==> src/rtl/rmq_pkg.sv <==
// Shared types for the rotation matrix to quaternion pipeline.
// No dependencies; used by every module of the block.
`timescale 1ns / 1ps
`default_nettype none

package rmq_pkg;

    // Which component takes the square root half
    typedef enum logic [1:0] {
        SEL_TRACE = 2'd0,
        SEL_X     = 2'd1,
        SEL_Y     = 2'd2,
        SEL_Z     = 2'd3
    } sel_t;

    // Side data that rides along the root and reciprocal cells
    typedef struct packed {
        sel_t               sel;
        logic               degen;
        logic signed [16:0] op_a;
        logic signed [16:0] op_b;
        logic signed [16:0] op_c;
    } payload_t;

    localparam int ELEM_W = 16;
    localparam int OP_W   = 17;
    localparam int LO_W   = 24;

endpackage

`default_nettype wire

==> src/rtl/rmq_div_cell.sv <==
// One cell of the reciprocal chain: one restoring division step per cycle while ce is high.
// Depends on rmq_pkg.
`timescale 1ns / 1ps
`default_nettype none

module rmq_div_cell #(
    parameter int ROOT_W = 16,
    parameter int Q_W    = 28,
    parameter bit DBIT   = 1'b0
) (
    input  wire logic                  aclk,
    input  wire logic                  aresetn,
    input  wire logic                  ce,
    input  wire logic                  valid_in,
    input  wire logic [ROOT_W-1:0]     root_in,
    input  wire logic [ROOT_W:0]       rem_in,
    input  wire logic [Q_W-1:0]        q_in,
    input  wire rmq_pkg::payload_t     pay_in,
    output logic                       valid_out,
    output logic [ROOT_W-1:0]          root_out,
    output logic [ROOT_W:0]            rem_out,
    output logic [Q_W-1:0]             q_out,
    output rmq_pkg::payload_t          pay_out
);

    logic                valid_reg;
    logic [ROOT_W-1:0]   root_reg;
    logic [ROOT_W:0]     rem_reg, rem_next, rem_sh;
    logic [Q_W-1:0]      q_reg, q_next;
    rmq_pkg::payload_t   pay_reg;

    // Shift in the dividend bit, subtract the root if it fits
    always_comb begin
        rem_sh = {rem_in[ROOT_W-1:0], DBIT};
        if (rem_sh >= {1'b0, root_in}) begin
            rem_next = rem_sh - {1'b0, root_in};
            q_next   = {q_in[Q_W-2:0], 1'b1};
        end else begin
            rem_next = rem_sh;
            q_next   = {q_in[Q_W-2:0], 1'b0};
        end
    end

    always_ff @(posedge aclk) begin
        if (!aresetn) begin
            valid_reg <= 1'b0;
        end else if (ce) begin
            valid_reg <= valid_in;
        end
        if (ce) begin
            root_reg <= root_in;
            rem_reg  <= rem_next;
            q_reg    <= q_next;
            pay_reg  <= pay_in;
        end
    end

    assign valid_out = valid_reg;
    assign root_out  = root_reg;
    assign rem_out   = rem_reg;
    assign q_out     = q_reg;
    assign pay_out   = pay_reg;

endmodule

`default_nettype wire

==> config.mk <==
export PLATFORM = sky130hd
export DESIGN_NAME = rmq_div_cell
export DESIGN_NICKNAME = d
export VERILOG_FILES = /design/src/rtl/rmq_pkg.sv /design/src/rtl/rmq_div_cell.sv
export SDC_FILE = /design/constraint.sdc
export NUM_CORES = 1
export LEC_CHECK = 0
export BUFFER_PORTS_ARGS = -buffer_cell sky130_fd_sc_hd__buf_2
export CAP_MARGIN = 20
export CORE_ASPECT_RATIO = 0.9
export CORE_MARGIN = 2
export CORE_UTILIZATION = 41
export DETAILED_ROUTE_END_ITERATION = 16
export PLACE_DENSITY_LB_ADDON = 0.25
export SKIP_LAST_GASP = 1
export SLEW_MARGIN = 25
export SYNTH_ARGS = -nofsm -noshare
export SYNTH_HDL_FRONTEND = slang
export SYNTH_SLANG_ARGS = --single-unit
==> constraint.sdc <==
create_clock -name aclk -period 2.4 [get_ports aclk]
set_clock_uncertainty 0.2 [all_clocks]
set_input_delay 0.24 -clock aclk [delete_from_list [all_inputs] [get_ports aclk]]
set_output_delay 0.24 -clock aclk [all_outputs]
set_load 0.01 [all_outputs]
; Word level (Yosys, flattened, before mapping)
; Cells that the tools add are included.
[word_totals]
inputBits = 119
out_inout_bits = 116
elab_cells = 14
regBits = 116
[op_classes]
muxes = 2
n_addsub = 1
n_lt_le_gt_ge = 1
[ops]
columns = op, count
row1 = $ge A17 B16 Y1, 1
row2 = $mux W17, 1
row3 = $sub A17 B16 Y17, 1
row4 = $mux W1, 1

; Longest topological paths before layout
[depth]
depth_word = 2
mapped_depth = 10

; Least setup slack after synthesis
; OpenSTA, ideal clock, no wires.
[synth_path]
path_kind = input to register
start = input root_in[1]
end = register rem_reg[10], in the netlist rem_out[10], data pin
n_path_buf = 1
required_time_ns = 1.940
cell_stages = 9
t_arrival_ns = 1.949
path_slack_ns = -0.009
cell_sequence = inv_1 ha_1 nor2b_1 o31ai_1 a21o_1 a31oi_4 nor2_4 buf_6 mux2_4
[synth_between]
elab_chain_len = 2
elab_cells_between_ends = 3
[synth_rtl]
columns = element, line
row1 = start: declaration, rmq_div_cell.sv:15  ; input wire logic [ROOT_W-1:0] root_in,
row2 = $sub A17 B16 Y17 / $ge A17 B16 Y1 (equally long branches), "rmq_div_cell.sv:36, rmq_div_cell.sv:35"
row3 = $mux W17 *, rmq_div_cell.sv:35  ; if (rem_sh >= {1'b0, root_in}) begin
row4 = named net rem_next[10], rmq_div_cell.sv:28  ; logic [ROOT_W:0] rem_reg, rem_next, rem_sh;
row5 = end signal: assignment, rmq_div_cell.sv:52  ; rem_reg <= rem_next;
row6 = end: declaration, rmq_div_cell.sv:28
; Mark *: on every way through the listed nets, which the timed path passes. The rest lies on a longest branch.
; A chain may end at the register's enable or synchronous reset.

; Worst setup path after layout
[layout_path]
start = input root_in[13]
end = register rem_reg[15], in the netlist rem_out[15], data pin
; The elaborated chain is that of the path after synthesis.

==> impl_metrics.toml <==
[die]
core_area_um2 = 10950
placement_rows = 36
start_util = 0.4242
floorplan.die.height_um = 105.0
die-area_um2 = 12190
dieWidth_um = 116.2
i_o_pin_count = 235

[clock_tree]
sinks_on_clock_net = 116
cts_max_path_buffers = 2
worst_skew_pair.late_latency_ns = 0.41
path_clk_slew_ns = 0.05
cts-root-buf = "sky130_fd_sc_hd__clkbuf_16"
cts-htree-levels = 4
cts_tree = "built"
cts_inserted_buffers = 17
postCtsSetupRepairBufs = 0

[finish]
utilization = 0.7306
drive_gt1_frac = 0.4647
highest_count_cells_in_the_layout_ignoring_fill_and_taps = "sky130_fd_sc_hd__buf_2, sky130_fd_sc_hd__edfxtp_1, sky130_fd_sc_hd__dlygate4sd3_1"
mostFrequentLayoutCell = "sky130_fd_sc_hd__buf_2"
area_growth_synth_to_finish_pct = 72.22
fillers = 734
num_antenna_cells = 0
design.final.nets = 803

[synthesis]
synth_enable_flop_cells = 115
syn_nets = 409
syn-cell-area_um2 = 4643
synthDistinctLibCells = 42
ys_ff_latch = 116
netlist_instances = 273
dominantRegCellSynth = "sky130_fd_sc_hd__edfxtp_1"
synth.yosys.seq_area_share = 0.7480
postSynthAreaPerCell_um2 = 17.01
number_of_synthesis_warnings = 0
synth_async_reset_ratio = 0

[worst_hold_path]
hold-path-endpoint = "rem_out[16]$_DFFE_PP_"
min_path_cells = 3
hold_path.class = "in2reg"
holdCritStartpoint = "rem_in[15]"

[route]
routed_wire_length_per_instance_um = 16.12
vias_per_cell = 4.662
dr_total_vias = 3879
first_pass_iters = 4
drt_drc_violations_left = 0
drt_wl_total_um = 13420
route.antenna.remaining_nets = 0
detailedRoute.firstIterationViolations = 295

[place]
dp_hpwl_um = 8415
routability_driven_placement_congestion_ratio = 0.7949
portBuffers = 232

[timing]
fin_crit_sh = 0.9876
unrepaired_setup_endpoints_after_global_routing = "true"
hold_viol_final = 0
period_needed_ns = 2.370
relSlewSlack = 0.6905
max_freq_ghz = 0.4219
final-max-slew-violation-count = 0
setup_total_negative_slack_ns = 0
timing.final.setup_violations = 0
timing_worst_slew_pin_value_ns = 0.4615

[power]
power.density_cell_area_nw_per_um2 = 736.7
worst_ir_drop_vdd_uv = 496.4
cellLeakagePower_nw = 3.543

[critical_path]
worst-r2r-setup-slack_ns = 1.01
endpoint_kind = "register"
crit_fanout = 2
startpoint_type = "input pin"
cp.arrival_ns = 2.33
critPathKind = "in2reg"
worst_r2r_endpoint = "valid_out$_SDFFE_PN0P_"
r2r-start = "valid_out$_SDFFE_PN0P_"
reg2reg_depth = 3
required_ns = 2.36

[grt]
number_of_antenna_violations_at_the_first_check_in_global_routing = 0
gr-usage-met3 = 0.06845
maximum_number_of_pins_on_one_net_before_global_route_repair = 48
grt_pass1_vias = 4130
globalRouteOverflowTotal = 0
gr-max-usage-layer = "met2"
gr-usage-all-layers = 0.2242
grt_util_met1 = 0.2369
met2_usage = 0.4098
grt_pass1_wl_um = 20490

[run_status]
run_status = "completed"

[job]
drv.max_cap_violation_count = 0
==> routing by layer <==
metal | routed length [um] | share of wire | vias up
met5 | 0 | 0 | -
met4 | 302 | 0.023 | 0
met3 | 888 | 0.066 | 23
met2 | 7191 | 0.54 | 162
met1 | 5033 | 0.38 | 1865
li1 | - | - | 1829
==> area by class of cell <==
cell class                 count  area (um^2)  area share
multi-input combinational    131         1071      0.1339
clock buffer                  19        432.9     0.05414
inverter                      20        75.07    0.009388
clock inverter                13        136.4     0.01706
tap                          152        190.2     0.02378
timing repair buffer         381         2618      0.3273
sequential                   116         3473      0.4344
==> where the power goes <==
part / internal, W / leakage (nW) / switching [W]
combinational: 0.000533 / 2.15 / 0.000462
sequential: 0.00244 / 1.13 / 0.0000498
clock: 0.00152 / 0.260 / 0.000885
total: 0.00449 / 3.54 / 0.00140
==> repair_timing <==
item | 4_1_cts | 5_1_grt
hold buffers | 114 | 0
endpoints found under the hold margin | 121 | 0
setup endpoints to repair | 0 | 14
gates resized for setup | 0 | 3
==> sequential cells by signal (all words and copies together), names as in the netlist <==
signal	count
rem_out	17
root_out	16
pay_out	54
q_out	28
valid_out	1
==> worst max-delay path by stage <==
stage / from / depth (start not counted) / endpoint
6_report: root_in[13] / 9 / rem_out[15]$_DFFE_PP_
5_1_grt: root_in[13] / 9 / rem_out[15]$_DFFE_PP_
4_1_cts: root_in[13] / 10 / rem_out[15]$_DFFE_PP_
3_5_place_dp: root_in[7] / 9 / rem_out[12]$_DFFE_PP_
3_3_place_gp: root_in[9] / 9 / rem_out[12]$_DFFE_PP_
2_1_floorplan: root_in[1] / 9 / rem_out[10]$_DFFE_PP_
==> kinds of logic after synthesis <==
group / after synthesis / share of synthesized area
AOI/OAI and AO/OA: 47 / 0.06818
DFF: 116 / 0.7480
buffers and inverters: 26 / 0.02506
and+or+nand+nor: 37 / 0.04069
xor gates and xnor gates: 13 / 0.02452
muxes: 17 / 0.04608
adders and majority gates: 17 / 0.04743
==> cell usage after synthesis, drive strengths merged, types with 2 or more instances <==
cell type	number	area, um^2
buf	5	37.53
nand4	2	12.51
nor2	7	33.78
nand2	12	45.04
mux2i	3	30.03
o211a	2	20.02
xor2	5	43.79
and3	2	12.51
mux2	14	183.9
a211oi	2	15.01
a21oi	16	80.08
o21ai	6	30.03
nor3	4	20.02
ha	16	200.2
inv	20	75.07
a21o	6	45.04
nand3	2	10.01
nor2b	2	12.51
o31ai	2	15.01
edfxtp	115	3453
o21a	3	22.52
xnor2	8	70.07
a31oi	4	40.04
==> metrics by stage <==
step	setup slack [ns]	instances	instance area, um^2	power (W)	hold slack, ns
final	0.02968	832	7996	0.005891	0.09979
after global placement	-0.1671	686	6274	0.003339	0.2175
after floorplan	0.01373	273	4648	0.002916	0.1389
after CTS	0.04548	832	7984	0.005902	0.02941
after global routing	-0.03395	832	7996	0.006112	0.1104
after detailed placement	-0.2364	686	6274	0.003358	0.2182
==> critical path, cell delays in order <==
cell and delay, ns:
sky130_fd_sc_hd__dlygate4sd3_1 0.53, sky130_fd_sc_hd__buf_2 0.12, sky130_fd_sc_hd__inv_1 0.04, sky130_fd_sc_hd__ha_1 0.20, sky130_fd_sc_hd__a21o_1 0.20, sky130_fd_sc_hd__o21bai_1 0.18
sky130_fd_sc_hd__or3_1 0.34, sky130_fd_sc_hd__o211a_1 0.22, sky130_fd_sc_hd__mux2_4 0.26
(Power assumes the default switching activity.)
