File: src/rtl/rmq_pkg.sv
// Shared types for the rotation matrix to quaternion pipeline.
// No dependencies; used by every module of the block.
`timescale 1ns / 1ps
`default_nettype none

package rmq_pkg;

    // Which component takes the square root half
    typedef enum logic [1:0] {
        SEL_TRACE = 2'd0,
        SEL_X     = 2'd1,
        SEL_Y     = 2'd2,
        SEL_Z     = 2'd3
    } sel_t;

    // Side data that rides along the root and reciprocal cells
    typedef struct packed {
        sel_t               sel;
        logic               degen;
        logic signed [16:0] op_a;
        logic signed [16:0] op_b;
        logic signed [16:0] op_c;
    } payload_t;

    localparam int ELEM_W = 16;
    localparam int OP_W   = 17;
    localparam int LO_W   = 24;

endpackage

`default_nettype wire

File: src/rtl/rmq_mul.sv
// Scaling stages: operands times reciprocal, floor, saturate, place components.
// Depends on rmq_pkg.
`timescale 1ns / 1ps
`default_nettype none

module rmq_mul #(
    parameter int FRAC_BITS = 14,
    parameter int ROOT_W    = 16,
    parameter int Q_W       = 28
) (
    input  wire logic                  aclk,
    input  wire logic                  aresetn,
    input  wire logic                  ce,
    input  wire logic                  valid_in,
    input  wire logic [ROOT_W-1:0]     root_in,
    input  wire logic [Q_W-1:0]        q_in,
    input  wire rmq_pkg::payload_t     pay_in,
    output logic                       valid_out,
    output logic [63:0]                q_data,
    output logic                       degen_out
);

    localparam int RC_W  = FRAC_BITS + 17;
    localparam int HI_W  = RC_W - rmq_pkg::LO_W;
    localparam int MX_W  = (Q_W > RC_W) ? Q_W : RC_W;
    localparam int PLO_W = rmq_pkg::OP_W + rmq_pkg::LO_W + 1;
    localparam int PHI_W = rmq_pkg::OP_W + HI_W + 1;
    localparam int P_W   = rmq_pkg::OP_W + RC_W + 1;

    logic                        va_reg, vb_reg;
    logic [MX_W-1:0]             q_ext, clamp;
    logic [RC_W-1:0]             rc;
    logic signed [rmq_pkg::LO_W:0] lo_s;
    logic signed [HI_W:0]        hi_s;
    logic signed [rmq_pkg::OP_W-1:0] ops [3];
    logic signed [PLO_W-1:0]     plo_reg [3], plo_next [3];
    logic signed [PHI_W-1:0]     phi_reg [3], phi_next [3];
    logic [15:0]                 half_reg, half_next;
    rmq_pkg::payload_t           pay_reg;
    logic signed [P_W-1:0]       sum [3], scl [3];
    logic [15:0]                 sat [3];
    logic [63:0]                 data_reg, data_next;
    logic                        degen_reg;

    // Clamp the reciprocal where any nonzero operand saturates anyway
    always_comb begin
        q_ext = MX_W'(q_in);
        clamp = MX_W'(1) << (FRAC_BITS + 16);
        rc    = (q_ext > clamp) ? clamp[RC_W-1:0] : q_ext[RC_W-1:0];
        lo_s  = $signed({1'b0, rc[rmq_pkg::LO_W-1:0]});
        hi_s  = $signed({1'b0, rc[RC_W-1:rmq_pkg::LO_W]});
        ops[0] = pay_in.op_a;
        ops[1] = pay_in.op_b;
        ops[2] = pay_in.op_c;
        for (int i = 0; i < 3; i++) begin
            plo_next[i] = PLO_W'(ops[i]) * PLO_W'(lo_s);
            phi_next[i] = PHI_W'(ops[i]) * PHI_W'(hi_s);
        end
        if ((root_in >> 1) > ROOT_W'(32767)) begin
            half_next = 16'd32767;
        end else begin
            half_next = 16'(root_in >> 1);
        end
    end

    // Hold partial products
    always_ff @(posedge aclk) begin
        if (!aresetn) begin
            va_reg <= 1'b0;
        end else if (ce) begin
            va_reg <= valid_in;
        end
        if (ce) begin
            for (int i = 0; i < 3; i++) begin
                plo_reg[i] <= plo_next[i];
                phi_reg[i] <= phi_next[i];
            end
            half_reg <= half_next;
            pay_reg  <= pay_in;
        end
    end

    // Combine, floor, saturate and route the components
    always_comb begin
        for (int i = 0; i < 3; i++) begin
            sum[i] = (P_W'(phi_reg[i]) <<< rmq_pkg::LO_W) + P_W'(plo_reg[i]);
            scl[i] = sum[i] >>> FRAC_BITS;
            if (scl[i] > P_W'(32767)) begin
                sat[i] = 16'h7fff;
            end else if (scl[i] < -P_W'(32768)) begin
                sat[i] = 16'h8000;
            end else begin
                sat[i] = scl[i][15:0];
            end
        end
        unique case (pay_reg.sel)
            rmq_pkg::SEL_TRACE: data_next = {sat[2], sat[1], sat[0], half_reg};
            rmq_pkg::SEL_X:     data_next = {sat[2], sat[1], half_reg, sat[0]};
            rmq_pkg::SEL_Y:     data_next = {sat[1], half_reg, sat[2], sat[0]};
            rmq_pkg::SEL_Z:     data_next = {half_reg, sat[2], sat[1], sat[0]};
            default:            data_next = '0;
        endcase
        if (pay_reg.degen) begin
            data_next = '0;
        end
    end

    // Output register
    always_ff @(posedge aclk) begin
        if (!aresetn) begin
            vb_reg <= 1'b0;
        end else if (ce) begin
            vb_reg <= va_reg;
        end
        if (ce) begin
            data_reg  <= data_next;
            degen_reg <= pay_reg.degen;
        end
    end

    assign valid_out = vb_reg;
    assign q_data    = data_reg;
    assign degen_out = degen_reg;

endmodule

`default_nettype wire

File: config.mk
export PLATFORM = sky130hd
export DESIGN_NAME = rmq_mul
export DESIGN_NICKNAME = d
export VERILOG_FILES = /design/src/rtl/rmq_pkg.sv /design/src/rtl/rmq_mul.sv
export SDC_FILE = /design/constraint.sdc
export NUM_CORES = 2
export LEC_CHECK = 0
export ABC_AREA = 1
export ABC_CLOCK_PERIOD_IN_PS = 6800
export BUFFER_PORTS_ARGS = -buffer_cell sky130_fd_sc_hd__buf_2
export CAP_MARGIN = 20
export CORE_ASPECT_RATIO = 0.9
export CORE_UTILIZATION = 60
export CTS_CLUSTER_DIAMETER = 100
export CTS_CLUSTER_SIZE = 30
export DETAILED_ROUTE_END_ITERATION = 6
export PLACE_DENSITY = 0.88
export SLEW_MARGIN = 15
export SYNTH_ARGS = -nofsm -noshare
export SYNTH_HDL_FRONTEND = slang
export SYNTH_SLANG_ARGS = --single-unit
File: constraint.sdc
create_clock -name aclk -period 6.8 [get_ports aclk]
set_input_delay 0 -clock aclk [delete_from_list [all_inputs] [get_ports aclk]]
set_output_delay 0 -clock aclk [all_outputs]
set_load 0.01 [all_outputs]
After elaboration in Yosys (flattened, before gate mapping)
Memories as Yosys holds them, arrays and structs flattened. Index checks and enable logic that the tools add are counted.

Input port bits: 102. Bits in registers: 86. Memories: 2. Output and inout port bits: 66. Memory bits (writable): 201. Bits in latches: 0. Logic and storage cells: 41. ROM bits: 0.

Muxes and demuxes: 10. Bitwise logic cells: 0. Multipliers: 6. Add/sub/neg operators: 3. Shifts and indexed selects: 0. Reduce and logical (&&, ||, !) cells: 1. Equality and inequality tests: 3. Order comparisons: 8. Divide/modulo/power cells: 0.

Memory list: plo_reg (words 3, bits a word 42, read ports 3, clocked after Yosys merged registers in 0, write ports 3, line rmq_mul.sv:36) `logic signed [PLO_W-1:0] plo_reg [3], plo_next [3];`; phi_reg (words 3, bits a word 25, read ports 3, clocked after Yosys merged registers in 0, write ports 3, line rmq_mul.sv:37) `logic signed [PHI_W-1:0] phi_reg [3], phi_next [3];`.

Operators with widths (count): $pmux W64 S4 (1); $add A49 B42 Y49 (3); $mul A17 B25 Y42 (3); $gt A35 B16 Y1 const B (3); $lt A35 B16 Y1 const B (3); $mux W16 (6); $mul A17 B8 Y25 (3); $gt A28 B31 Y1 const B (1); $mux W31 (1); $gt A15 B15 Y1 const B (1); $eq A2 B2 Y1 const B (2); $eq A2 B1 Y1 const B (1); $logic_not A2 Y1 (1); $mux W1 (2).

Logic depth before layout (Yosys ltp)
An unclocked memory read counts as a cell.

Depth after elaboration: 6. Mapped depth: 32. Depth with buffers taken out: 30.

Worst setup path after synthesis
No wires, ideal clock.

Path kind: input-to-reg. Start: input q_in[14]. End: memory plo_reg[0][38] (netlist name), data pin. Cell stages on the path: 21. Setup slack: 1117 ps. Path buffers: 2. Data arrival time: 5431 ps. Data required time: 6548 ps. Setup time: 252 ps. Cells stage by stage: clkbuf_1 clkbuf_1 nand2_1 fa_1 inv_1 fa_1 inv_1 fa_1 inv_1 fa_1 fa_1 fa_1 ha_1 nand2_1 nor2_1 or3b_2 o21ai_1 a21boi_1 or2_1 nand3_1 nand2_1.

RTL lines: start, declared (line rmq_mul.sv:16) `input wire logic [Q_W-1:0] q_in,`; end, declared (line rmq_mul.sv:36).

==> results_dict.tcl <==
set metrics [dict create \
    status "complete, no violations" \
    routed_wl_mm 177.4 \
    dieHeight_um 311.2 \
    cp-start-kind "input pin" \
    largest_register_ffs 84 \
    die_x_um 345.5 \
    clock_path_buffers 3 \
    ys_ff_latch 244 \
    ys_warn_count 0 \
    htreeDepth 1 \
    setup-tns-final_ns 0 \
    routabilityCongestion 0.9745 \
    cp_slowest_stage_delay_ns 0.64 \
    min_path_type "in -> reg" \
    layout.nets 10073 \
    cts_inserted_buffers 17 \
    critPathRequiredTime_ns 7.10 \
    clock_latency_ns 0.58 \
    setup_viol 0 \
    dr.pass1.iters 6 \
    slew_headroom_pct 20.59 \
    slew_viol_final 0 \
    critPathBufInv 9 \
    async_flop_share_pct 0 \
    port_buffers 166 \
    fin_crit_ns 5.997 \
    synth_edf_count 242 \
    cts_tree "built" \
    clock-skew-final_ns 0.06171 \
    post_cts_resized 0 \
    clock_sinks 244 \
    cts.clk_slew.worst_paths_ns 0.09 \
    yosysTopAreaCell "fa_1" \
    grt_antenna_before_repair 13 \
    crit_type "in -> reg" \
    worst_pin_slew_ns 1.191 \
    synth_common_cells "nand2_1, inv_1, fa_1" \
    rsz0062_at_grt "no" \
    path_max_fanout 22 \
    post_drt_wl_per_cell_um 18.48 \
    remaining_drc_errors 0 \
    ys.flop_type "edfxtp_1" \
    fin_crit_sh_pct 88.20 \
    routed-via-count 53409 \
    grt_first_pass_wirelength_mm 287.7 \
    io_pins 168 \
    crit_path_end_kind "flop" \
    grtUsageTotal_pct 33.75 \
    cts_hold_buf 22 \
    yosysMostFrequentCell "nand2_1" \
    fmax_mhz 166.7 \
    syn_area_mm2 0.06372 \
    hold_viol_final 0 \
    syn_avg_cell_area_um2 7.720 \
    dp_hpwl_mm 143.0 \
    die-area_mm2 0.1075 \
    cp.arrival_ns 6.29 \
    yosysUniqueCellTypes 57 \
    synthTopCellsByArea "fa_1, nand2_1, inv_1" \
    rows 113 \
    final_layout_size_suffix_gt1_share_pct 4.273 \
    critPathSlowestCell "buf_2" \
    via_per_inst 5.565 \
    grt_start_max_net_pins 96 \
    grt_pass1_vias 56573 \
    syn_nets 10123 \
    synth.yosys.seq_area_share_pct 11.47 \
    synth_top_cell_area_share_pct 34.40 \
    syn_to_final_growth_pct 4.443 \
    initial_core_util_pct 60.50 \
    drtIter0Drc 5106 \
    finish.utilization_pct 63.18 \
    drv_cap 0 \
    core-area_mm2 0.1053 \
    cts_setup_buffers 0 \
    path_cells "buf_2, buf_4, buf_4, nor2_1, fa_1, inv_1, fa_1, inv_1, fa_1, fa_1, fa_1, inv_1, fa_1, inv_1, ha_1, a21oi_1, inv_1, a31oi_1, o21bai_1, inv_1, nor2_1, a2111oi_0, o31ai_1, xor2_1" \
    syn_inst 8254 \
    cp_top_family "adder cells" \
    cts_root_buf "clkbuf_16" \
    overflow 0 \
    drtAntennaViolNets 0 \
]
==> logic make-up after synthesis <==
kind of cell | share of synthesized area, %
AOI/OAI and AO/OA | 5.125
adders and majority gates | 47.60
buffers and inverters | 15.47
DFF | 11.47
and+or+nand+nor | 17.89
xor gates and xnor gates | 2.454
==> metal layers <==
layer	GRT usage (%)	part of all wire (%)
met5	0	0.041
met4	17.41	5.8
met2	54.74	45
met1	42.43	37
met3	7.574	12
==> path summary, 6_finish.rpt <==
path | start | endpoint | slack (ns) | depth (start not counted)
worst max-delay path | q_in[10] | plo_reg[0][81] | 0.80 | 24
worst min register to register | va_reg | valid_out | 0.50 | 2
worst min-delay path | pay_in[0] | phi_reg[0][50] | 0.09 | 3
worst max register to register | plo_reg[0][24] | q_data[28] | 2.56 | 19
==> area by class of cell <==
type | count | area, µm²
fillers | 8411 | 38780
flip-flops and latches | 244 | 7307
diodes | 4 | 10.01
clock buffers | 18 | 429.2
multi-input cells | 5404 | 46570
repair buffers | 284 | 1894
well taps | 1380 | 1727
clock inverters | 11 | 158.9
inverters | 2253 | 8457
==> placed cells by master, fill, tap and decap left out, drive strengths merged, types with 2 or more instances in the layout <==
cell,Yosys,layout
a211oi,6,6
ha,672,672
diode,0,4
dlygate4sd3,0,22
fa,1095,1095
o21ai,126,126
o221ai,2,2
nor3,29,29
buf,97,262
o211ai,9,9
or2,5,5
nor2,335,335
o21bai,24,24
nand2,2289,2289
dfxtp,2,2
clkinv,1,6
nand3,151,151
nand4,35,35
nor3b,2,2
nand3b,19,19
a21oi,295,295
and2,6,6
clkbuf,256,18
o31ai,8,8
nor4,7,7
and3,5,5
o41ai,2,2
inv,2252,2257
edfxtp,242,242
o21a,14,14
xor2,107,107
xnor2,69,69
a221oi,2,2
a21o,13,13
a21boi,36,36
a31oi,32,32
o2111ai,2,2
==> per-stage QoR <==
stage	area, µm²	cells	hold slack [ns]	setup slack (ns)
finish	66550	9598	0.08815	0.8027
global route	66550	9595	0.1048	0.5106
CTS	66540	9594	0.05792	0.9280
detailed placement	65730	9543	0.1797	0.3286
global placement	65730	9543	0.1791	0.4475
floorplan	63720	8254	0.09887	1.117
==> worst reg2reg max path: cells and delay by family, from the launching register on <==
kind	cells	cell delay, ns
buffers and inverters	1	0.05
XOR/XNOR	1	0.56
flip-flops	1	0.50
AND/OR/NAND/NOR	15	2.33
adder cells (fa/ha/maj)	2	0.69
Power is left out: the tool's default activity adds up to more than one toggle a clock period on the data nets, which glitch-free logic cannot reach.
