## src/rtl/rmq_pkg.sv

```systemverilog
// Shared types for the rotation matrix to quaternion pipeline.
// No dependencies; used by every module of the block.
`timescale 1ns / 1ps
`default_nettype none

package rmq_pkg;

    // Which component takes the square root half
    typedef enum logic [1:0] {
        SEL_TRACE = 2'd0,
        SEL_X     = 2'd1,
        SEL_Y     = 2'd2,
        SEL_Z     = 2'd3
    } sel_t;

    // Side data that rides along the root and reciprocal cells
    typedef struct packed {
        sel_t               sel;
        logic               degen;
        logic signed [16:0] op_a;
        logic signed [16:0] op_b;
        logic signed [16:0] op_c;
    } payload_t;

    localparam int ELEM_W = 16;
    localparam int OP_W   = 17;
    localparam int LO_W   = 24;

endpackage

`default_nettype wire

```

## src/rtl/rmq_front.sv

```systemverilog
// Input stage: trace test, dominant diagonal choice, radicand and operands.
// Depends on rmq_pkg.
`timescale 1ns / 1ps
`default_nettype none

module rmq_front #(
    parameter int FRAC_BITS = 14,
    parameter int RW        = 19,
    parameter int NW        = 32
) (
    input  wire logic                aclk,
    input  wire logic                aresetn,
    input  wire logic                ce,
    input  wire logic                valid_in,
    input  wire logic [143:0]        mat_in,
    output logic                     valid_out,
    output logic [NW-1:0]            n_out,
    output rmq_pkg::payload_t        pay_out
);

    logic                     valid_reg;
    logic [NW-1:0]            n_reg, n_next;
    rmq_pkg::payload_t        pay_reg, pay_next;

    logic signed [15:0]       m00, m01, m02, m10, m11, m12, m20, m21, m22;
    logic signed [RW-1:0]     one, trace, rad, dii, djj, dkk;
    logic                     trace_pos;

    assign m00 = $signed(mat_in[15:0]);
    assign m01 = $signed(mat_in[31:16]);
    assign m02 = $signed(mat_in[47:32]);
    assign m10 = $signed(mat_in[63:48]);
    assign m11 = $signed(mat_in[79:64]);
    assign m12 = $signed(mat_in[95:80]);
    assign m20 = $signed(mat_in[111:96]);
    assign m21 = $signed(mat_in[127:112]);
    assign m22 = $signed(mat_in[143:128]);

    // Pick branch, build radicand and the three off-diagonal operands
    always_comb begin
        one       = RW'(1) <<< FRAC_BITS;
        trace     = RW'(m00) + RW'(m11) + RW'(m22);
        trace_pos = (trace > 0);
        dii       = RW'(m00);
        djj       = RW'(m11);
        dkk       = RW'(m22);
        pay_next.sel  = rmq_pkg::SEL_TRACE;
        pay_next.op_a = 17'(m21) - 17'(m12);
        pay_next.op_b = 17'(m02) - 17'(m20);
        pay_next.op_c = 17'(m10) - 17'(m01);
        if (!trace_pos) begin
            if (m22 > ((m11 > m00) ? m11 : m00)) begin
                pay_next.sel  = rmq_pkg::SEL_Z;
                dii = RW'(m22); djj = RW'(m00); dkk = RW'(m11);
                pay_next.op_a = 17'(m10) - 17'(m01);
                pay_next.op_b = 17'(m02) + 17'(m20);
                pay_next.op_c = 17'(m12) + 17'(m21);
            end else if (m11 > m00) begin
                pay_next.sel  = rmq_pkg::SEL_Y;
                dii = RW'(m11); djj = RW'(m22); dkk = RW'(m00);
                pay_next.op_a = 17'(m02) - 17'(m20);
                pay_next.op_b = 17'(m21) + 17'(m12);
                pay_next.op_c = 17'(m01) + 17'(m10);
            end else begin
                pay_next.sel  = rmq_pkg::SEL_X;
                pay_next.op_a = 17'(m21) - 17'(m12);
                pay_next.op_b = 17'(m10) + 17'(m01);
                pay_next.op_c = 17'(m20) + 17'(m02);
            end
        end
        rad = trace_pos ? (trace + one) : (dii - djj - dkk + one);
        pay_next.degen = !trace_pos && (rad <= 0);
        // Feed a harmless radicand when degenerate; outputs are zeroed later
        if (pay_next.degen) begin
            n_next = NW'(1) << FRAC_BITS;
        end else begin
            n_next = NW'(rad[RW-2:0]) << FRAC_BITS;
        end
    end

    // Register the stage
    always_ff @(posedge aclk) begin
        if (!aresetn) begin
            valid_reg <= 1'b0;
        end else if (ce) begin
            valid_reg <= valid_in;
        end
        if (ce) begin
            n_reg   <= n_next;
            pay_reg <= pay_next;
        end
    end

    assign valid_out = valid_reg;
    assign n_out     = n_reg;
    assign pay_out   = pay_reg;

endmodule

`default_nettype wire

```

## config.mk

```make
export PLATFORM = sky130hd
export DESIGN_NAME = rmq_front
export DESIGN_NICKNAME = d
export VERILOG_FILES = /design/src/rtl/rmq_pkg.sv /design/src/rtl/rmq_front.sv
export SDC_FILE = /design/constraint.sdc
export NUM_CORES = 1
export LEC_CHECK = 0
export ABC_CLOCK_PERIOD_IN_PS = 12300
export BUFFER_PORTS_ARGS = -buffer_cell sky130_fd_sc_hd__clkbuf_2
export CORE_ASPECT_RATIO = 0.9
export CORE_MARGIN = 1.5
export CORE_UTILIZATION = 30
export DETAILED_ROUTE_END_ITERATION = 6
export PLACE_DENSITY_LB_ADDON = 0.1
export SETUP_SLACK_MARGIN = 0.15
export SLEW_MARGIN = 20
export SYNTH_ARGS = -nofsm -noshare
export SYNTH_HDL_FRONTEND = slang
export SYNTH_SLANG_ARGS = --single-unit
```

## constraint.sdc

```tcl
create_clock -name aclk -period 12.3 [get_ports aclk]
set_input_delay 1.845 -clock aclk [delete_from_list [all_inputs] [get_ports aclk]]
set_output_delay 1.845 -clock aclk [all_outputs]
set_load 0.02 [all_outputs]
```

# --- After elaboration in Yosys (flattened, before gate mapping) ---
# Cells that the tools add are included.
op_classes:
  magnitude_cmp: 4
  n_reduce_logical: 2
  n_mux: 16
  addsub: 12
op_table:
  columns: ["cell", "count"]
  rows:
  - ["$mux W19", 10]
  - ["$mux W51", 3]
  - ["$add A16 B16 Y17", 4]
  - ["$sub A16 B16 Y17", 3]
  - ["$sub A19 B19 Y19", 2]
  - ["$gt A16 B16 Y1", 2]
  - ["$add A18 B16 Y19 const B", 1]
  - ["$add A19 B16 Y19 const B", 1]
  - ["$le A19 B1 Y1 const B", 1]
  - ["$add A17 B16 Y18", 1]
  - ["$gt A18 B1 Y1 const B", 1]
  - ["$mux W16", 1]
  - ["$mux W2", 2]
  - ["$logic_and A1 B1 Y1", 1]
  - ["$logic_not A1 Y1", 1]
word_totals:
  wordCells: 42
  output_inout_bits: 87
  input_bits: 148
  register_bits: 87

# --- Depth between registers and ports, before layout ---
logic_depth:
  depth_word: 11
  ltp_mapped: 37
  depth_no_buf: 35

# --- Worst setup path after synthesis ---
# No wires, ideal clock.
synth_timing:
  path_type: "input-to-reg"
  from: "in mat_in[1]"
  to: "reg n_reg[21] (netlist: n_out[21]) (data pin)"
  setup_time_ns: 0.255
  path_buffers: 2
  slack_ns: 2.159
  required_time_ns: 12.045
  arrival_ns: 9.886
  stages: 36
  path_cell_list: "fa_1 > ha_1 > inv_1 > fa_1 > and2b_1 > o2111ai_1 > and3_1 > o31ai_1 > a21oi_1 > o21ai_0 > xor2_1 > inv_1 > ha_1 > or4bb_1 > nor4_1 > o2111ai_1 > nor4_2 > a31o_1 > buf_4 > nand2_2 > inv_4 > buf_4 > o22ai_1 > fa_1 > fa_1 > ha_1 > fa_1 > or4_1 > nor2_1 > o21ai_0 > nor4_1 > o2111ai_1 > a2111oi_0 > a41oi_1 > and3_1 > a31o_1"
synth_between:
  elab_chain_len: 11
  elab_cells_between_ends: 23
  classes_between: "add/sub (6); order compare (4); mux (11); reduce/logical (2)"
synth_rtl:
  columns: ["item", "line_no", "source"]
  rows:
  - ["start, declared", "rmq_front.sv:15", "input wire logic [143:0] mat_in,"]
  - ["parallel branches: the longest is 11 deep, another holds $sub A19 B19 Y19", null, null]
  - ["end signal, assigned", "rmq_front.sv:89", "n_reg <= n_next;"]
  - ["end, declared", "rmq_front.sv:22", "logic [NW-1:0] n_reg, n_next;"]
# Parallel ways; which one is timed is not known.
# A chain may end at the register's enable or synchronous reset.

==> metrics.md <==
| Metric | Value |
|---|---|
| Run status | finished with violations |
| Violated checks | design-rule violations |
| Clock tree from TritonCTS | built |
| Netlist Area Pre-Place | approximately 0.013 mm2 |
| Post CTS Setup Buffer Count | 0 |
| GP Congestion | between 0.9 and 1 |
| Arrival time at the worst endpoint | 11.70 ns |
| CP Launch Type | primary input |
| Area of the core | 0.04279 mm2 |
| Number of global-route vias before repair | around 12,000 |
| Number of buffers added by the clock tree synthesis step | 9 |
| Shortest clock period the worst path allows after layout | between 10 and 15 ns |
| Routed vias | 12,810 |
| Sequential group share of total power | 0.132 |
| WL per Instance | between 20 and 25 um |
| Synthesized-area fraction occupied by ao, oa, aoi and oai cells | 0.2756 |
| Transition at the pin with the smallest max-transition slack | 0.9239 ns |
| Number of routed nets with antenna violations | 0 |
| Comb pwr share | 0.782 |
| Insertion delay to the later sink of the worst-skew pair | between 0.3 and 0.4 ns |
| Share of the synthesized area in the top cell type | 0.1720 |
| Clk network pwr share | 0.086 |
| Achievable frequency | between 80 and 90 MHz |
| Slowest CP cell | sky130_fd_sc_hd__fa_1 |
| Count of max-cap constraint violations | 0 |
| Switching Fraction | 0.5427 |
| Most frequent cells after synthesis | sky130_fd_sc_hd__ha_1 (178), sky130_fd_sc_hd__nor2_1 (173), sky130_fd_sc_hd__a21oi_1 (136), sky130_fd_sc_hd__inv_1 (136) |
| Maximum clock path buffer count | 2 |
| CTS H-tree lvls | 3 |
| Pleak | 6.637 nW |
| Iteration-0 DRC Markers | around 1,200 |
| Cell type with the highest aggregate area in the netlist | sky130_fd_sc_hd__ha_1 |
| Maximum number of pins on one net before global-route repair | 66 |
| Wire length of the first global-routing pass | approximately 73,000 um |
| RSZ-0062 raised after global routing | false |
| Count of cells resized by post-cts repair | 0 |
| DR DRC count | 2 |
| CTS Hold Buffers Added | 0 |
| Post-synthesis average cell area | between 8 and 9 um2 |
| Type of element capturing the critical path | flop |
| Overall routed net length | around 50,000 um |
| Net Sw Power | approximately 1.9 mW |
| Initial antenna violation count | 2 |
| Power per Cell Area | about 240 mW/mm2 |
| Portion of netlist area occupied by mux cells | 0.01788 |
| Yosys warns | 0 |
| Cells taking the most area after synthesis | sky130_fd_sc_hd__ha_1 (17%), sky130_fd_sc_hd__edfxtp_1 (17%), sky130_fd_sc_hd__fa_1 (6.2%) |
| Synthesis-stage register bit count | 73 |
| Critical path fanouts, max | 36 |
| Avg Vias per Cell | around 5.5 |
| Xor/xnor cell area share of the yosys netlist | 0.05827 |
| Worst hold-check path type | flop to flop |
| Most instantiated library cell after synthesis | sky130_fd_sc_hd__ha_1 |
| Number of nets in the layout | between 2,000 and 2,500 |
| Row cnt | 72 |
| Count of TritonRoute iterations in the first routing pass | 7 |
| IR Drop Worst-Case VDD | roughly 0.12 mV |
| Die span in y | roughly 200 um |
| Clock input transition at the sequential cells of the worst setup and hold paths | approximately 0.06 ns |
| Cell Int Power | between 1.5 and 2 mW |
| Number of top-level pins | 235 |
| Root buf cell | sky130_fd_sc_hd__clkbuf_16 |
| Full die area | 0.04442 mm2 |
| Data required time of the worst path | roughly 12 ns |
| Worst slew slack as a fraction of its limit | 0.3820 |
| Starting density of the core | 0.3026 |
| Global-route congestion overflow total | 0 |
| WS Path Type | primary input to flop |
| Die W | roughly 220 um |
| Number of hold violations in the final report | 0 |
| Count of final max-slew check failures | 0 |
| Fraction of the mapped netlist area in adder cells | 0.2338 |
| GRT Resource Usage Total | 0.2211 |
| Fraction of final layout cells with drive strength greater than 1 | 0.1621 |
| Number of input and output port buffers inserted | 220 |
| Most instantiated flip-flop cell in the synthesis netlist | sky130_fd_sc_hd__edfxtp_1 |
| Half-perimeter wire length after detailed placement | around 40,000 um |
| Synth cell types | 89 |
| Design Power | 3.490 mW |
| Crit path top cell by count | sky130_fd_sc_hd__fa_1 |
| Part of the Yosys area used for sequential elements | 0.1685 |
| Clock sink count | 73 |
| Post-Synth Simple-Gate Area | 0.1666 |
| Share of the clock period used by the worst path | 0.9409 |
| FFs w/ async S/R, synth | 0 |
| Setup TNS | 0 ns |
| Area delta synth->final | 14.44% |
| Main combinational cell family by area after synthesis | compound AO/OA/AOI/OAI gates |
| Critical path's largest stage delay | between 0.5 and 0.6 ns |
| Number of enable flip-flop cells after synthesis | 72 |
| Final count of negative-setup-slack endpoints | 0 |
| Number of cells produced by synthesis | 1,618 |
| Layout Skew | 0 ns |
## cells by family after synthesis
| logic type | Yosys count |
|---|---|
| AO/OA/AOI/OAI | 530 |
| multiplexers | 23 |
| AND/OR/NAND/NOR | 451 |
| XOR/XNOR | 84 |
| other | 1 |
| adder cells (fa/ha/maj) | 218 |
| buffers and inverters | 238 |
| flip-flops | 73 |
## critical path, delay by kind of cell
family / cells / cell delay, ns
fa+ha+maj: 8 / 3.06
compound gates: 11 / 2.59
simple gates: 11 / 2.95
xor+xnor: 1 / 0.15
buf+inv: 6 / 1.04
## cells in the final DEF (no fill, tap or decap), drive strengths merged, types with 22 or more instances in the layout
master,n
ha,178
nor2,173
inv,138
xnor2,60
o22ai,45
clkbuf,230
nor3,48
fa,40
a21oi,136
edfxtp,72
nand3,23
mux2i,22
buf,24
o21ai,93
a211oi,28
xor2,24
nand2,79
nor2b,30
## flip-flops by register name (all words and copies together) (netlist names)
signal,cells
n_out,18
pay_out,54
valid_out,1
## metrics by stage
step	instances	worst slack, ns	hold slack [ns]	utilization	cell area, um2
after floorplan	1631	2.159	0.5893	-	13000
after global placement	2328	0.4031	0.4956	0.3387	14490
after detailed placement	2328	0.2522	0.5122	0.3387	14490
after CTS	2344	0.6239	0.5284	0.3459	14800
after global routing	2344	0.1629	0.5642	0.3462	14820
final	2345	0.7275	0.5288	0.3463	14820
## cell type report
class,count,area [um2]
clock inverter,5,78.83
tap,555,694.4
inverter,137,519.2
antenna,1,2.502
sequential,73,2182
timing repair buffer,243,1280
clock buffer,11,232.7
multi-input combinational,1320,9828
fill,4515,27970
## power groups by stage
stage	combinational [mW]	clock, mW	sequential, mW
2_1_floorplan	1.76	0	0.560
3_3_place_gp	2.68	0	0.472
3_5_place_dp	2.67	0	0.465
4_1_cts	2.69	0.310	0.463
5_1_grt	3.01	0.316	0.469
6_report	2.73	0.301	0.459
## path summary, 6_finish.rpt
check             from   endpoint  slack (ns)  cells after the start
min reg2reg  valid_out  valid_out        0.53                      2
min          valid_out  valid_out        0.53                      2
max reg2reg  valid_out  valid_out       11.70                      2
max          mat_in[1]  n_out[27]        0.73                     37
## routing by layer
layer	share of wire	routed length [um]	vias to the layer above	GRT usage
met1	0.52	25860	6119	0.3413
li1	-	-	6210	-
met3	0.058	2898	42	0.03059
met2	0.41	20550	433	0.3177
met5	0.00026	13	-	0
met4	0.017	873	2	0.05505
Power figures use the tool's default switching activity.
