`src/rtl/rmq_pkg.sv`:
```
// Shared types for the rotation matrix to quaternion pipeline.
// No dependencies; used by every module of the block.
`timescale 1ns / 1ps
`default_nettype none

package rmq_pkg;

    // Which component takes the square root half
    typedef enum logic [1:0] {
        SEL_TRACE = 2'd0,
        SEL_X     = 2'd1,
        SEL_Y     = 2'd2,
        SEL_Z     = 2'd3
    } sel_t;

    // Side data that rides along the root and reciprocal cells
    typedef struct packed {
        sel_t               sel;
        logic               degen;
        logic signed [16:0] op_a;
        logic signed [16:0] op_b;
        logic signed [16:0] op_c;
    } payload_t;

    localparam int ELEM_W = 16;
    localparam int OP_W   = 17;
    localparam int LO_W   = 24;

endpackage

`default_nettype wire

```
`src/rtl/rmq_sqrt_cell.sv`:
```
// One cell of the square root chain: resolves one root bit per cycle while ce is high.
// Depends on rmq_pkg.
`timescale 1ns / 1ps
`default_nettype none

module rmq_sqrt_cell #(
    parameter int ROOT_W = 16
) (
    input  wire logic                  aclk,
    input  wire logic                  aresetn,
    input  wire logic                  ce,
    input  wire logic                  valid_in,
    input  wire logic [2*ROOT_W-1:0]   n_in,
    input  wire logic [ROOT_W-1:0]     root_in,
    input  wire logic [ROOT_W+2:0]     rem_in,
    input  wire rmq_pkg::payload_t     pay_in,
    output logic                       valid_out,
    output logic [2*ROOT_W-1:0]        n_out,
    output logic [ROOT_W-1:0]          root_out,
    output logic [ROOT_W+2:0]          rem_out,
    output rmq_pkg::payload_t          pay_out
);

    localparam int NW   = 2 * ROOT_W;
    localparam int REMW = ROOT_W + 3;

    logic                valid_reg;
    logic [NW-1:0]       n_reg, n_next;
    logic [ROOT_W-1:0]   root_reg, root_next;
    logic [REMW-1:0]     rem_reg, rem_next, rem_sh, trial;
    rmq_pkg::payload_t   pay_reg;

    // Bring down two radicand bits and try the next root bit
    always_comb begin
        rem_sh = {rem_in[REMW-3:0], n_in[NW-1:NW-2]};
        trial  = {1'b0, root_in, 2'b01};
        n_next = n_in << 2;
        if (rem_sh >= trial) begin
            rem_next  = rem_sh - trial;
            root_next = {root_in[ROOT_W-2:0], 1'b1};
        end else begin
            rem_next  = rem_sh;
            root_next = {root_in[ROOT_W-2:0], 1'b0};
        end
    end

    always_ff @(posedge aclk) begin
        if (!aresetn) begin
            valid_reg <= 1'b0;
        end else if (ce) begin
            valid_reg <= valid_in;
        end
        if (ce) begin
            n_reg    <= n_next;
            root_reg <= root_next;
            rem_reg  <= rem_next;
            pay_reg  <= pay_in;
        end
    end

    assign valid_out = valid_reg;
    assign n_out     = n_reg;
    assign root_out  = root_reg;
    assign rem_out   = rem_reg;
    assign pay_out   = pay_reg;

endmodule

`default_nettype wire

```
`config.mk`:
```
export PLATFORM = sky130hd
export DESIGN_NAME = rmq_sqrt_cell
export DESIGN_NICKNAME = d
export VERILOG_FILES = /design/src/rtl/rmq_pkg.sv /design/src/rtl/rmq_sqrt_cell.sv
export SDC_FILE = /design/constraint.sdc
export NUM_CORES = 1
export LEC_CHECK = 0
export BUFFER_PORTS_ARGS = -buffer_cell sky130_fd_sc_hd__buf_2
export CORE_MARGIN = 2
export CORE_UTILIZATION = 49
export DETAILED_ROUTE_END_ITERATION = 7
export PLACE_DENSITY = 0.85
export SLEW_MARGIN = 25
export SYNTH_ARGS = -nofsm -noshare
export SYNTH_HDL_FRONTEND = slang
export SYNTH_SLANG_ARGS = --single-unit
```
`constraint.sdc`:
```
create_clock -name aclk -period 4 [get_ports aclk]
set_input_delay 0 -clock aclk [delete_from_list [all_inputs] [get_ports aclk]]
set_output_delay 0 -clock aclk [all_outputs]
set_load 0.01 [all_outputs]
```
; Word level (Yosys, flattened, before mapping)
; Cells that the tools add are included.
[word_totals]
ff_bits = 120
out_inout_bits = 122
[op_classes]
n_addsub = 1
magnitude_cmp = 1
n_mux = 2
[ops]
columns = operator, count
row1 = greater-or-equal comparator 19 x 18 -> 1 bit, 1
row2 = two-way mux 19 bit, 1
row3 = subtractor 19 x 18 -> 19 bit, 1
row4 = two-way mux 1 bit, 1

; Longest topological paths before layout
; Gate-level depths: netlist of the first run.
[depth]
depth_word = 2
depth_mapped = 10

; Least setup slack after synthesis of the first run
; Ideal clock, no wire load.
[synth_path]
path_kind = input port to flip-flop
startpoint = input root_in[4]
endpoint = register rem_reg[11] (netlist: rem_out[11]) (data pin)
arrival_ps = 1699
required_time_ps = 3740
slack_ps = 2041
cell_stages = 9
path_buffers = 1
path_cell_list = inv_1 > ha_1 > a21oi_1 > a211oi_2 > a21oi_2 > nor4_4 > nor2_4 > buf_12 > mux2_4
[synth_between]
elab_chain_len = 2
[synth_rtl]
columns = item, line
row1 = "start, declared", rmq_sqrt_cell.sv:14  ; input wire logic [ROOT_W-1:0] root_in,
row2 = subtractor 19 x 18 -> 19 bit or greater-or-equal comparator 19 x 18 -> 1 bit (tied branches), "rmq_sqrt_cell.sv:39, rmq_sqrt_cell.sv:38"
row3 = two-way mux 19 bit (*), rmq_sqrt_cell.sv:38  ; if (rem_sh >= trial) begin
row4 = net rem_next[11], rmq_sqrt_cell.sv:30  ; logic [REMW-1:0] rem_reg, rem_next, rem_sh, trial;
row5 = "end signal, assigned", rmq_sqrt_cell.sv:56  ; rem_reg <= rem_next;
row6 = "end, declared", rmq_sqrt_cell.sv:30
; Mark *: on every way through the listed nets, which the timed path passes. The rest lies on a longest branch.
; A chain may end at the register's enable or synchronous reset.

; Final worst setup path of the first run
[layout_path]
startpoint = input root_in[4]
endpoint = register rem_reg[6] (netlist: rem_out[6]) (data pin)
; The elaborated chain is that of the path after synthesis.

==> impl_metrics.toml, run 1 <==
[timing]
fin_setup_tns_ps = 0
whs_ps = 213
skew_ps = 0
fin_crit_ps = 2650
period_share_pct = 66.1
relSlewSlack_pct = 49.5
worst_slew_pin_slew_ps = 756
slew_violations = 0
timing.fmax_mhz = 378
rsz0062_at_grt = "no"
hold_viol = 0
setup_viol = 0

[place]
dp_hpwl_um = 9530
place_congestion = 0.849
portBuffers = 242

[floorplanning]
die_w_um = 104
core_area_mm2 = 0.00977
die_y_um = 104
dieArea_mm2 = 0.0109
rows = 36
io_pins = 247
start_util_pct = 50.4

[routing]
wl_um = 18600
post_drt_wl_per_cell_um = 22.5
dr.first_iter.drc_count = 390
wl_met1_um = 6440
topRoutingLayerUsed = "met4"
drt-vias-per-instance = 5.41
drc = 0
dr_wl_met2_um = 9440
wl_met3_um = 1680
ant_nets = 0
dr.pass1.iters = 5
vias = 4455

[final_layout]
final_cell_mix = "241 x buf_2, 121 x dlygate4sd3_1, 119 x edfxtp_1"
drive_gt1_share_pct = 43.5
syn2layout_area_growth_pct = 63.7
layout_commonest_cell = "buf_2"
fin_nets = 820

[yosys]
syn_area_per_cell_um2 = 16.5
synth.distinct_cells = 45
yosysWarnings = 0
synth-seq-cells = 120
synth.yosys.seq_area_share_pct = 73.0
synth_area_mm2 = 0.00492
syn_inst = 298

[global_route]
gr-total-overflow = 0
grt_pass1_wl_um = 27300
grtUsageTotal_pct = 34.3
grt_pass1_vias = 4521
antenna_found_initial = 3
grt_max_degree = 43

[setup_path]
path_buf_inv = 3
slowest_delay_ps = 610
crit_start = "root_in[4]"
endpoint_kind = "flip-flop"
cp.depth = 10
crit_fanout = 19
slowest_stage = "nor2_4"
r2r-end = "valid_out$_SDFFE_PN0P_"
crit_chain = "dlygate4sd3_1 -> buf_2 -> inv_1 -> ha_1 -> a21oi_1 -> a211oi_2 -> a21oi_2 -> nor4_4 -> nor2_4 -> mux2_2"
cp.required_ps = 4250
cp.arrival_ps = 2890
path_class = "primary input to flip-flop"
reg2regPathDepth = 3
start_kind = "primary input"
reg2reg_from = "valid_out$_SDFFE_PN0P_"
cp_top_family = "compound AO/OA/AOI/OAI gates"
r2r_slack_ps = 2830
cp-endpoint = "rem_out[6]$_DFFE_PP_"

[clocking]
cts_buffers = 17
hold_buffers = 121
clkTransAtPathRegs_ps = 60
clockBufferDepth = 2
cts_tree = "built"
htreeDepth = 4
cts.repair.resized = 0
clk_latency_ps = 500
post_cts_buffers = 0
cts.sinks = 120
cts-root-buf = "clkbuf_8"

[hold_path]
hp-class = "primary input to flip-flop"
min_from = "pay_in[35]"

[outcome]
status = "finished clean"

[run]
maxCapViolations = 0

[power_and_ir_drop]
ir_drop_uv = 331
p_leak_uw = 0.00351
power_density_mw_per_mm2 = 463
how the worst min path moves through the flow:
stage	end	slack, ps	cells after the start
floorplan	n_out[10]$_DFFE_PP_	100	0
global placement	pay_out[14]$_DFFE_PP_	180	1
detailed placement	pay_out[24]$_DFFE_PP_	180	1
CTS	pay_out[22]$_DFFE_PP_	180	2
global route	pay_out[9]$_DFFE_PP_	200	2
finish	pay_out[35]$_DFFE_PP_	210	2
stage by stage:
stage          utilization, %  cell area, um^2  instances  total power (uW)  setup WS (ps)
2_1_floorplan               -             4930        299              1840           2040
3_3_place_gp             64.2             6270        670              2050           1550
3_5_place_dp             64.2             6270        670              2080           1490
4_1_cts                  82.4             8060        822              3640           1470
5_1_grt                  82.4             8060        823              3830           1210
6_report                 82.5             8060        824              3730           1350
synth_stat cells:
master / instances / area [um^2]
nor2b_1: 2 / 12.5
edfxtp_1: 119 / 3570
o21ai_2: 1 / 8.76
o21ai_1: 1 / 5.00
mux2i_1: 3 / 30.0
mux2_2: 9 / 101
clkbuf_2: 2 / 10.0
xor2_1: 7 / 61.3
or2_2: 1 / 6.26
o21a_1: 5 / 37.5
o211ai_1: 3 / 22.5
nor3_1: 7 / 35.0
o31a_2: 1 / 10.0
nand2b_1: 2 / 12.5
inv_1: 21 / 78.8
o21ai_0: 10 / 50.1
nor4_4: 1 / 21.3
o221ai_1: 2 / 17.5
nor2_1: 10 / 37.5
a21o_1: 2 / 15.0
o31a_1: 1 / 8.76
or2_1: 1 / 6.26
dfxtp_1: 1 / 20.0
a21bo_2: 1 / 10.0
a21oi_2: 1 / 8.76
nand2_1: 12 / 45.0
conb_1: 1 / 3.75
a211oi_2: 2 / 25.0
nand4_1: 3 / 18.8
ha_1: 18 / 225
a21boi_0: 1 / 7.51
o41ai_1: 1 / 8.76
mux2_4: 7 / 105
nor2_4: 1 / 11.3
buf_12: 1 / 20.0
xnor2_1: 8 / 70.1
buf_4: 2 / 15.0
a211oi_1: 3 / 22.5
nor4_1: 1 / 6.26
a2111oi_2: 1 / 15.0
a21oi_1: 15 / 75.1
buf_2: 1 / 5.00
a2111o_1: 1 / 11.3
nand3_1: 4 / 20.0
o211ai_2: 1 / 12.5
final cells by class:
type / instances / area, um^2
flip-flops and latches: 120 / 3590
clock inverters: 13 / 154
repair buffers: 365 / 2440
well taps: 133 / 166
inverters: 21 / 78.8
multi-input cells: 152 / 1200
fillers: 469 / 1710
diodes: 2 / 5.00
clock buffers: 18 / 418
power breakdown:
group	leakage [uW]	internal (uW)	switching (uW)
combinational	0.00206	305	333
clock	0.000275	943	591
sequential	0.00117	1520	43.1
total	0.00351	2770	967
flip-flops by register name, indices dropped and copies added, names as in the netlist:
| register | flops |
|---|---|
| pay_out | 54 |
| valid_out | 1 |
| root_out | 16 |
| n_out | 30 |
| rem_out | 19 |
kinds of logic after synthesis:
family / Yosys count / share of synthesized area, %
other: 1 / 0.0762
flip-flops: 120 / 73.0
AO/OA/AOI/OAI: 53 / 7.55
XOR/XNOR: 15 / 2.67
adder cells (fa/ha/maj): 18 / 4.57
AND/OR/NAND/NOR: 45 / 4.73
buffers and inverters: 27 / 2.62
multiplexers: 19 / 4.80
layer usage:
layer | track usage [%] | vias to the layer above
li1 | - | 1895
met2 | 58.6 | 310
met5 | 0 | -
met3 | 10.8 | 72
met4 | 19.4 | 0
met1 | 37.7 | 2178
worst register-to-register path: cells and delay by family (launching register included):
| family | cells | cell delay, ps |
|---|---|---|
| flops | 1 | 310 |
| simple gates | 1 | 60 |
| buf+inv | 1 | 550 |
| mux | 1 | 140 |
Power figures use the tool's default switching activity.
==> run 2, diff against run 1 <==
--- a/config.mk
+++ b/config.mk
@@ -7,9 +7,9 @@
 export LEC_CHECK = 0
 export BUFFER_PORTS_ARGS = -buffer_cell sky130_fd_sc_hd__buf_2
 export CORE_MARGIN = 2
-export CORE_UTILIZATION = 49
+export CORE_UTILIZATION = 41
 export DETAILED_ROUTE_END_ITERATION = 7
-export PLACE_DENSITY = 0.85
+export PLACE_DENSITY = 0.76
 export SLEW_MARGIN = 25
 export SYNTH_ARGS = -nofsm -noshare
 export SYNTH_HDL_FRONTEND = slang
==> constraint.sdc (replaced) <==
create_clock -name aclk -period 2.3 [get_ports aclk]
set_input_delay 0 -clock aclk [delete_from_list [all_inputs] [get_ports aclk]]
set_output_delay 0 -clock aclk [all_outputs]
set_load 0.01 [all_outputs]
==> impl_metrics.toml, run 2 (synthesis gave the netlist of run 1 again) <==
[outcome]
status = "finished clean"

[power_and_ir_drop]
p_clk_share_pct = 39.6
power.share.combinational_pct = 18.0
swShare_pct = 24.6
intPower_uw = 4800
power_density_mw_per_mm2 = 769
p_sw_uw = 1570
p_seq_share_pct = 42.4
ir_drop_uv = 382
p_leak_uw = 0.00354

[hold_path]
hp-class = "primary input to flip-flop"

[final_layout]
final_core_util_pct = 69.8
drive_gt1_share_pct = 46.8
diodes = 0
fin_nets = 826
postLayoutCellArea_mm2 = 0.00828
final_cell_mix = "241 x buf_2, 119 x dlygate4sd3_1, 119 x edfxtp_1"
layout_commonest_cell = "buf_2"
syn2layout_area_growth_pct = 68.2
nFillCells = 757
largest_register_ffs = 54

[place]
dp_hpwl_um = 9310
place_congestion = 0.883
placedInstanceArea_mm2 = 0.00636
portBuffers = 242

[global_route]
grt_max_degree = 50
grt_pass1_vias = 4234
grtUsageTotal_pct = 24.6
grt_pass1_wl_um = 23400
antenna_found_initial = 0
gr-total-overflow = 0

[clocking]
clk_latency_ps = 410
cts.sinks = 120
cts-root-buf = "clkbuf_16"
clockBufferDepth = 2
clkTransAtPathRegs_ps = 60
htreeDepth = 4
cts_tree = "built"
cts_buffers = 17

[timing]
timing.fmax_mhz = 449
slew_violations = 0
fin_crit_ps = 2230
skew_ps = 0
period_share_pct = 96.8
setup_viol = 0
hold_viol = 0
fin_setup_tns_ps = 0

[floorplanning]
die_y_um = 114
core_area_mm2 = 0.0119
io_pins = 247
die_w_um = 114
rows = 40
start_util_pct = 41.5
dieArea_mm2 = 0.0129

[routing]
ant_nets = 0
vias = 4166
drc = 0
dr.first_iter.drc_count = 380
wl_um = 16100
drt-vias-per-instance = 4.94
dr.pass1.iters = 6
post_drt_wl_per_cell_um = 19.1

[setup_path]
crit_fanout = 12
cp.required_ps = 2450
start_kind = "primary input"
endpoint_kind = "flip-flop"
cp.arrival_ps = 2380
path_class = "primary input to flip-flop"

[run]
maxCapViolations = 0
==> run 2: cell count changes in the layout (fill, tap and decap cells not counted), moves of 3 or more <==
cell,delta
a21oi_1,-5
a21oi_2,+4
clkinv_2,-4
ha_2,+5
buf_4,+3
ha_4,+3
nand2_1,-3
buf_12,+3
clkinv_1,+3
nand2_2,+3
ha_1,-8
==> run 2: per-layer routing <==
layer  vias up  GRT usage [%]  wire [um]
li1       1905              -          -
met1      1989           25.9       5740
met3        53           7.65       1120
met4         0           10.9        664
met2       219           45.0       8570
met5         -              0          0
==> run 2: what timing repair did <==
| item | CTS | global route |
|---|---|---|
| hold buffers | 119 | 0 |
| buffers inserted | 0 | 4 |
| setup endpoints to repair | 0 | 17 |
| resized for setup | 0 | 29 |
| endpoints found under the hold margin | 118 | 0 |
==> run 2: critical path: stages <==
cell,delay (ps)
dlygate4sd3_1,550
buf_2,130
ha_2,390
o211ai_4,110
a211oi_4,270
a21oi_4,100
nor4_4,290
nor2_4,70
buf_12,160
mux2_4,290
==> run 2: stage by stage <==
stage          hold WS [ps]  instances  total power [uW]  setup WS (ps)
4_1_cts                25.4        839              6280           7.49
2_1_floorplan          98.9        299              3200            341
3_5_place_dp            178        688              3620            135
6_report               33.4        843              6370           72.7
3_3_place_gp            178        688              3600            135
5_1_grt                39.5        843              6590          -1.04
==> run 2: cell type report <==
cell class	instances	area, um^2	area share [%]
well taps	147	184	2.22
multi-input cells	152	1340	16.2
inverters	21	78.8	0.952
flip-flops and latches	120	3590	43.4
clock buffers	19	433	5.23
clock inverters	13	130	1.57
repair buffers	371	2520	30.5
==> run 2: path summary, 6_finish.rpt <==
path / start / endpoint / slack [ps] / cells after the start
setup / recovery: rem_in[3] / rem_out[12]$_DFFE_PP_ / 70 / 10
hold / removal: n_in[31] / rem_out[1]$_DFFE_PP_ / 30 / 3
setup reg to reg: valid_out$_SDFFE_PN0P_ / valid_out$_SDFFE_PN0P_ / 1070 / 3
hold reg to reg: valid_out$_SDFFE_PN0P_ / valid_out$_SDFFE_PN0P_ / 1150 / 3
==> run 2: power groups by stage <==
stage | registers [uW] | clock network (uW) | logic (uW)
floorplan | 2850 | 0 | 350
global placement | 2720 | 0 | 875
detailed placement | 2730 | 0 | 893
CTS | 2690 | 2520 | 1060
global route | 2720 | 2650 | 1220
finish | 2700 | 2520 | 1140
==> run 3, diff against run 2 <==
--- a/config.mk
+++ b/config.mk
@@ -7,9 +7,9 @@
 export LEC_CHECK = 0
 export BUFFER_PORTS_ARGS = -buffer_cell sky130_fd_sc_hd__buf_2
 export CORE_MARGIN = 2
-export CORE_UTILIZATION = 41
+export CORE_UTILIZATION = 35
 export DETAILED_ROUTE_END_ITERATION = 7
-export PLACE_DENSITY = 0.76
+export PLACE_DENSITY = 0.66
 export SLEW_MARGIN = 25
 export SYNTH_ARGS = -nofsm -noshare
 export SYNTH_HDL_FRONTEND = slang
==> impl_metrics.toml, run 3 (synthesis gave the netlist of run 1 again) <==
[final_layout]
layout_commonest_cell = "buf_2"
nFillCells = 1021
syn2layout_area_growth_pct = 69.8
final_core_util_pct = 60.5
final_cell_mix = "241 x buf_2, 119 x dlygate4sd3_1, 119 x edfxtp_1"
fin_nets = 823
largest_register_ffs = 54
instances_no_fill = 874
drive_gt1_share_pct = 46.6

[setup_path]
slowest_delay_ps = 530
cp.arrival_ps = 2380
crit_chain = "dlygate4sd3_1 -> buf_2 -> inv_1 -> ha_4 -> nand2_1 -> a211oi_4 -> a21oi_4 -> nor4_4 -> nor2_4 -> buf_12 -> mux2_4"
crit_fanout = 19
endpoint_kind = "flip-flop"
cp.required_ps = 2460
r2r_slack_ps = 1050
path_class = "primary input to flip-flop"
start_kind = "primary input"
slowest_stage = "dlygate4sd3_1"

[global_route]
grt_max_degree = 121
grt_pass1_wl_um = 21000
met3_usage_pct = 6.37
antenna_found_initial = 1
grtUsageTotal_pct = 19.2
gr-total-overflow = 0
use_met1_pct = 19.9
grt-busiest-layer = "met2"
grt_pass1_vias = 3971
use_met2_pct = 35.8

[timing]
worst_slew_pin_slew_ps = 629
fin_setup_tns_ps = 0
relSlewSlack_pct = 58.1
skew_ps = 0
hold_viol = 0
slew_violations = 0
period_share_pct = 96.2
fin_crit_ps = 2210
fin_ws_ps = 87.0
timing.fmax_mhz = 452
setup_viol = 0

[clocking]
clkTransAtPathRegs_ps = 50
cts.sinks = 120
clockBufferDepth = 2
cts_tree = "built"
htreeDepth = 4
clk_latency_ps = 410
cts-root-buf = "clkbuf_16"
cts_buffers = 17

[floorplanning]
start_util_pct = 35.6
rows = 43
io_pins = 247
die_y_um = 123
dieArea_mm2 = 0.0150
die_w_um = 123
core_area_mm2 = 0.0138

[place]
dp_hpwl_um = 9510
portBuffers = 242
place_inst = 718
place_congestion = 0.784
dpl_worst_slack_ps = 84.4

[outcome]
status = "finished clean"

[routing]
drt-vias-per-instance = 4.53
dr.first_iter.drc_count = 279
vias = 3956
post_drt_wl_per_cell_um = 17.0
dr.pass1.iters = 4
wl_um = 14900
drc = 0
ant_nets = 0

[power_and_ir_drop]
ir_drop_uv = 418
p_leak_uw = 0.00356
power_density_mw_per_mm2 = 791
p_total_uw = 6610

[hold_path]
hp-class = "primary input to flip-flop"

[run]
maxCapViolations = 0
run 3: final timing paths:
kind	from	endpoint	depth (start not counted)
worst max register to register	valid_out$_SDFFE_PN0P_	valid_out$_SDFFE_PN0P_	3
worst min register to register	valid_out$_SDFFE_PN0P_	valid_out$_SDFFE_PN0P_	3
worst max-delay path	root_in[5]	rem_out[17]$_DFFE_PP_	11
worst min-delay path	n_in[31]	rem_out[1]$_DFFE_PP_	3
run 3: metrics by stage:
step | hold WS, ps | cell area, um^2
final | 27.8 | 8360
after global routing | 63.8 | 8360
after CTS | 3.25 | 8180
after detailed placement | 178 | 6360
after global placement | 177 | 6360
after floorplan | 98.9 | 4930
run 3: area by class of cell:
class	instances	area [um^2]	share of cell area (%)
Antenna cell	1	2.50	0.0299
Tap cell	180	225	2.69
Inverter	21	78.8	0.943
Timing Repair Buffer	368	2480	29.7
Clock buffer	18	429	5.13
Clock inverter	14	195	2.33
Multi-Input combinational cell	152	1350	16.2
Sequential cell	120	3590	43.0
run 3: timing repair:
action	CTS	global route
setup buffers	0	4
endpoints found under the setup margin	0	16
hold buffers	119	0
resized for setup	0	24
endpoints found under the hold margin	118	0
run 3: metal layers:
metal | share of wire [%] | up-vias
li1 | - | 1903
met1 | 37 | 1869
met2 | 55 | 156
met3 | 6.7 | 28
met4 | 2.2 | 0
met5 | 0 | -
run 3: power by group:
group / leakage, uW / total [uW] / switching, uW / internal, uW
logic: 0.00210 / 1120 / 549 / 567
registers: 0.00117 / 2700 / 54.5 / 2640
clock network: 0.000293 / 2800 / 979 / 1820
total: 0.00356 / 6610 / 1580 / 5030
run 3: critical path, delay by kind of cell:
| kind | cells | cell delay (ps) |
|---|---|---|
| compound gates | 2 | 400 |
| simple gates | 3 | 490 |
| fa+ha+maj | 1 | 290 |
| buf+inv | 4 | 900 |
| mux | 1 | 310 |
